### config.mk
export PLATFORM = sky130hd
export DESIGN_NAME = pfa_cfg
export DESIGN_NICKNAME = d
export VERILOG_FILES = /design/src/rtl/pfa_pkg.sv /design/src/rtl/pfa_cfg.sv
export SDC_FILE = /design/constraint.sdc
export NUM_CORES = 1
export LEC_CHECK = 0
export BUFFER_PORTS_ARGS = -buffer_cell sky130_fd_sc_hd__buf_2
export CAP_MARGIN = 20
export CORE_ASPECT_RATIO = 0.6
export CORE_MARGIN = 5
export CORE_UTILIZATION = 30
export DETAILED_ROUTE_END_ITERATION = 7
export PLACE_DENSITY_LB_ADDON = 0.12
export RECOVER_POWER = 100
export SYNTH_ARGS = -nofsm -noshare
export SYNTH_HDL_FRONTEND = slang
export SYNTH_SLANG_ARGS = --single-unit
export TNS_END_PERCENT = 1
### constraint.sdc
create_clock -name clk -period 1.5 [get_ports clk]
set_clock_uncertainty 0.2 [all_clocks]
set_input_delay 0.3 -clock clk [delete_from_list [all_inputs] [get_ports clk]]
set_output_delay 0.3 -clock clk [all_outputs]
set_load 0.01 [all_outputs]
### src/rtl/pfa_pkg.sv
// ----------------------------------------------------------------------------
// pfa_pkg
// Shared types and constants for the page frame allocator: request kinds,
// result status codes, field widths and the free stack command bundle.
// ----------------------------------------------------------------------------
package pfa_pkg;

  // Fixed field widths
  localparam int PAGE_W   = 14;
  localparam int REF_W    = 8;
  localparam int FCOUNT_W = 15;
  localparam int KIND_W   = 3;
  localparam int STATUS_W = 3;

  // Default number of page frames
  localparam int NUM_PAGES_DEF = 16384;

  // Largest reference count
  localparam logic [REF_W-1:0] REF_MAX = '1;

  // Configuration port
  localparam int CFG_ADDR_W = 3;
  localparam int CFG_DATA_W = 32;

  // Request kinds
  typedef enum logic [KIND_W-1:0] {
    KIND_ALLOC  = 3'd0,
    KIND_FREE   = 3'd1,
    KIND_ADDREF = 3'd2,
    KIND_SEED   = 3'd3,
    KIND_QUERY  = 3'd4
  } kind_t;

  // Result status codes
  typedef enum logic [STATUS_W-1:0] {
    ST_OK    = 3'd0,
    ST_EMPTY = 3'd1,
    ST_BAD   = 3'd2,
    ST_HELD  = 3'd3,
    ST_SAT   = 3'd4,
    ST_FULL  = 3'd5
  } status_t;

  // Free stack update for one item
  typedef struct packed {
    logic              pop;
    logic              push;
    logic [PAGE_W-1:0] push_page;
  } stack_cmd_t;

endpackage

### src/rtl/pfa_cfg.sv
// ----------------------------------------------------------------------------
// pfa_cfg
// APB-style register port holding the first usable page.
// ----------------------------------------------------------------------------
module pfa_cfg (
  input  logic                             clk,
  input  logic                             rst_n,
  input  logic                             cfg_psel,
  input  logic                             cfg_penable,
  input  logic                             cfg_pwrite,
  input  logic [pfa_pkg::CFG_ADDR_W-1:0]   cfg_paddr,
  input  logic [pfa_pkg::CFG_DATA_W-1:0]   cfg_pwdata,
  output logic [pfa_pkg::CFG_DATA_W-1:0]   cfg_prdata,
  output logic                             cfg_pready,
  output logic [pfa_pkg::PAGE_W-1:0]       first_page
);

  logic [pfa_pkg::PAGE_W-1:0] first_page_r;
  logic                       sel_first;

  // Register 0 lives at byte address 0; low two bits are byte offset
  assign sel_first  = (cfg_paddr[pfa_pkg::CFG_ADDR_W-1:2] == '0);
  assign cfg_pready = 1'b1;

  always_ff @(posedge clk) begin
    if (!rst_n) begin
      first_page_r <= '0;
    end else if (cfg_psel && cfg_penable && cfg_pwrite && sel_first) begin
      first_page_r <= cfg_pwdata[pfa_pkg::PAGE_W-1:0];
    end
  end

  // Read back
  assign cfg_prdata = sel_first ?
      {{(pfa_pkg::CFG_DATA_W-pfa_pkg::PAGE_W){1'b0}}, first_page_r} : '0;
  assign first_page = first_page_r;

endmodule

; ---- After elaboration in Yosys (flattened, before gate mapping)
; Index checks and enable logic that the tools add are counted.
[totals]
reg_bits = 14
output_inout_bits = 47
elab_cells = 6
inputBits = 40
[classes]
reduce_logical = 3
bitwise_logic = 1
mux = 1
[op_table]
columns = op, n
row1 = $mux W14, 1
row2 = $logic_and A1 B1 Y1, 3
row3 = $not A1 Y1, 1

; ---- Longest topological paths before layout
[logic_depth]
ltp_word = 3
ltp_mapped = 4
depth_no_buf = 2

; ---- Worst setup path after synthesis
; OpenSTA, ideal clock, no wires.
[synth_path]
path_type = input to register
from = input port cfg_paddr[2] (netlist bit)
to = register first_page_r, in the netlist first_page[0]
arrival_ns = 0.950
required_ns = 1.228
path_stages = 4
n_path_buf = 2
slack_ns = 0.278
setup_time_ns = 0.072
cell_sequence = and4b_1 buf_6 buf_12 mux2i_1
[synth_between]
elab_chain_len = 2
[synth_rtl]
columns = item, line
row1 = from (decl), pfa_cfg.sv:11  ; input logic [pfa_pkg::CFG_ADDR_W-1:0] cfg_paddr,
row2 = $not A1 Y1, pfa_cfg.sv:22  ; assign sel_first = (cfg_paddr[pfa_pkg::CFG_ADDR_W-1:2] == '0);
row3 = $logic_and A1 B1 Y1, pfa_cfg.sv:28  ; end else if (cfg_psel && cfg_penable && cfg_pwrite && sel_first) begin
row4 = to (signal assigned), pfa_cfg.sv:29  ; first_page_r <= cfg_pwdata[pfa_pkg::PAGE_W-1:0];
row5 = to (decl), pfa_cfg.sv:18  ; logic [pfa_pkg::PAGE_W-1:0] first_page_r;
; Every way passes these cells.
; A chain may end at the register's enable or synchronous reset.

; ---- Worst setup path after layout
[layout_path]
from = register first_page_r, in the netlist first_page[11]
to = output port cfg_prdata[11] (netlist bit)
[layout_between]
elab_chain_len = 1
[layout_rtl]
columns = item, line
row1 = $mux W14, pfa_cfg.sv:34  ; assign cfg_prdata = sel_first ?
row2 = to (decl), pfa_cfg.sv:13  ; output logic [pfa_pkg::CFG_DATA_W-1:0] cfg_prdata,
; Every way passes these cells.

==> results.md <==
- Clock slew at reported path FFs: 50 ps
- Post-synth EDFFs: 0
- Top cells by count, synth: nand2_1 (28), buf_4 (19), dfxtp_1 (14), mux2i_1 (14), nor2b_1 (10)
- R2r startpoint: first_page[3]$_SDFFE_PN0P_
- Peak VDD IR: 421 µV
- Synth unique cells: 12
- Reg2Reg Depth: 2
- Hold depth: 3
- Yosys reg bits: 14
- Final hold vios: 0
- Outcome: finished clean
- Final setup violation count: 0
- Crit path time final: 1400 ps
- CP Max Fanout: 3
- Layout area overhead: 23.0%
- Worst Setup Start Kind: flip-flop
- Routed WL: 1.98 mm
- Ys async rst share: 0%
- DP Area: 1010 µm²
- Mapped Cells: 98
- Ys flop type: dfxtp_1
- # hold bufs at CTS: 0
- Pin count of the biggest net entering global routing: 29
- Cts bufs inserted: 3
- Count of max-cap constraint violations: 0
- Post-Syn Area: 831 µm²
- Post-cts repair resize count: 0
- Tcrit/Tclk final: 93.0%
- Placer Congestion: 0.706
- Starting Density: 32.3%
- Grt ovf: 0
- Fmax: 717 MHz
- Routed len/inst: 11.3 µm
- Worst setup EP type: output pin
- CP Class: flip-flop to output pin
- Largest register FFs: 14
- Final Max Slew Viols: 0
- Antenna viol nets, final: 0
- Sink Count: 14
- Global router's overall resource usage: 9.59%
- Io pins: 87
- Nets@finish: 185
- Share of cells above drive strength 1: 22.4%
- Die H: 50.8 µm
- HP Class: input pin to flip-flop
- WP data required: 1000 ps
- Worst hold start: cfg_pwdata[1]
- Vias in the first global route: 638
- Worst R2R End: first_page[3]$_SDFFE_PN0P_
- IO Port Bufs: 47
- Vias per cell: 3.99
- Seq/Total Area, Yosys: 33.7%
- Leakage power: 0.462 nW
- H-tree depth: 1
- Avg Cell Area, Syn: 8.48 µm²
- Post-route DRC: 0
- Clock Latency Late Sink: 240 ps
- Flop-to-flop setup slack: 690 ps
- Post-detail-place hpwl: 1.55 mm
- Root Buffer: clkbuf_8
- Drt initial violations: 34
- Critical Path AT: 900 ps
- Most common cell in the netlist: nand2_1
- Fin area: 1020 µm²
- Initial DRT Pass Iterations: 4
- Die area: 3960 µm²
- Number of fill cells: 290
- Synth area leader: dfxtp_1
- Pwr/cell area: 778 nW/µm²
- Num rows: 14
- Synth top area share: 33.7%
- Initial antenna violation count: 0
- CTS tree: yes
- Die Width: 77.9 µm
- RSZ-0062 raised after global routing: false
- First-pass GRT wire length: 3.06 mm
- Antenna diodes: 0
- Area contributors post-synth: dfxtp_1 (34%), buf_4 (17%), mux2i_1 (17%)
- Via count: 699
- Post CTS Setup Buffer Count: 0
- Core ar.: 2570 µm²
- WHS Endpoint: first_page[1]$_SDFFE_PN0P_
- Longest Clk Path Bufs: 2
- Yosys warnings: 0
- Setup_tns: 0 ps
cells by family after synthesis:
kind of cell | count (synthesis) | share of synthesized area (%)
buffers and inverters | 25 | 22.9
DFF | 14 | 33.7
muxes | 14 | 16.9
other | 2 | 0.904
and+or+nand+nor | 43 | 25.6
critical path, cell delays in order (launching register included):
cell      delay (ps)
dfxtp_1          360
and2b_2          160
clkbuf_1         140
how the worst max path moves through the flow:
stage                                 from                          end  cells past startpoint
2_1_floorplan                 cfg_paddr[2]   first_page[0]$_SDFFE_PN0P_                      4
3_3_place_gp                  cfg_paddr[2]  first_page[12]$_SDFFE_PN0P_                      4
3_5_place_dp                  cfg_paddr[2]   first_page[5]$_SDFFE_PN0P_                      4
4_1_cts         first_page[0]$_SDFFE_PN0P_                cfg_prdata[0]                      2
5_1_grt         first_page[7]$_SDFFE_PN0P_                cfg_prdata[7]                      2
6_report       first_page[11]$_SDFFE_PN0P_               cfg_prdata[11]                      2
layout make-up:
| class | count | area (µm²) | area share [%] |
|---|---|---|---|
| clock buffer | 3 | 41.3 | 4.04 |
| multi-input combinational | 76 | 424 | 41.5 |
| sequential | 14 | 280 | 27.4 |
| tap | 32 | 40.0 | 3.92 |
| timing repair buffer | 50 | 236 | 23.1 |
where the power goes:
part | total [mW] | switching, mW | internal, mW
registers | 0.386 | 0.00562 | 0.381
clock network | 0.296 | 0.119 | 0.177
logic | 0.113 | 0.0699 | 0.0432
total | 0.795 | 0.194 | 0.601
through the flow:
step,hold WS (ps),setup WS [ps],cells,util [%],power [mW]
floorplan,242,278,115,-,0.501
global placement,249,127,172,39.4,0.508
detailed placement,257,82.4,172,39.4,0.510
CTS,98.6,96.0,175,41.0,0.812
global route,107,47.2,175,39.7,0.834
finish,105,105,175,39.7,0.795
cells in the final DEF, fill, tap and decap left out:
cell and instances:
nand2_1 28, clkbuf_1 25, buf_2 22, conb_1 19, mux2i_1 14, dfxtp_1 14
nor2b_1 10, and2b_2 4, clkbuf_8 3, and4b_1 1, buf_12 1, buf_4 1
clkbuf_2 1
per-layer routing:
layer  wire, µm  up-vias  global-route usage [%]
met5          0        -                       0
met4          0        0                    1.69
met3        249        0                    5.00
met2        818       36                    14.8
met1        912      305                    12.1
li1           -      358                       -
No activity file was read; power rests on OpenSTA's default activity.
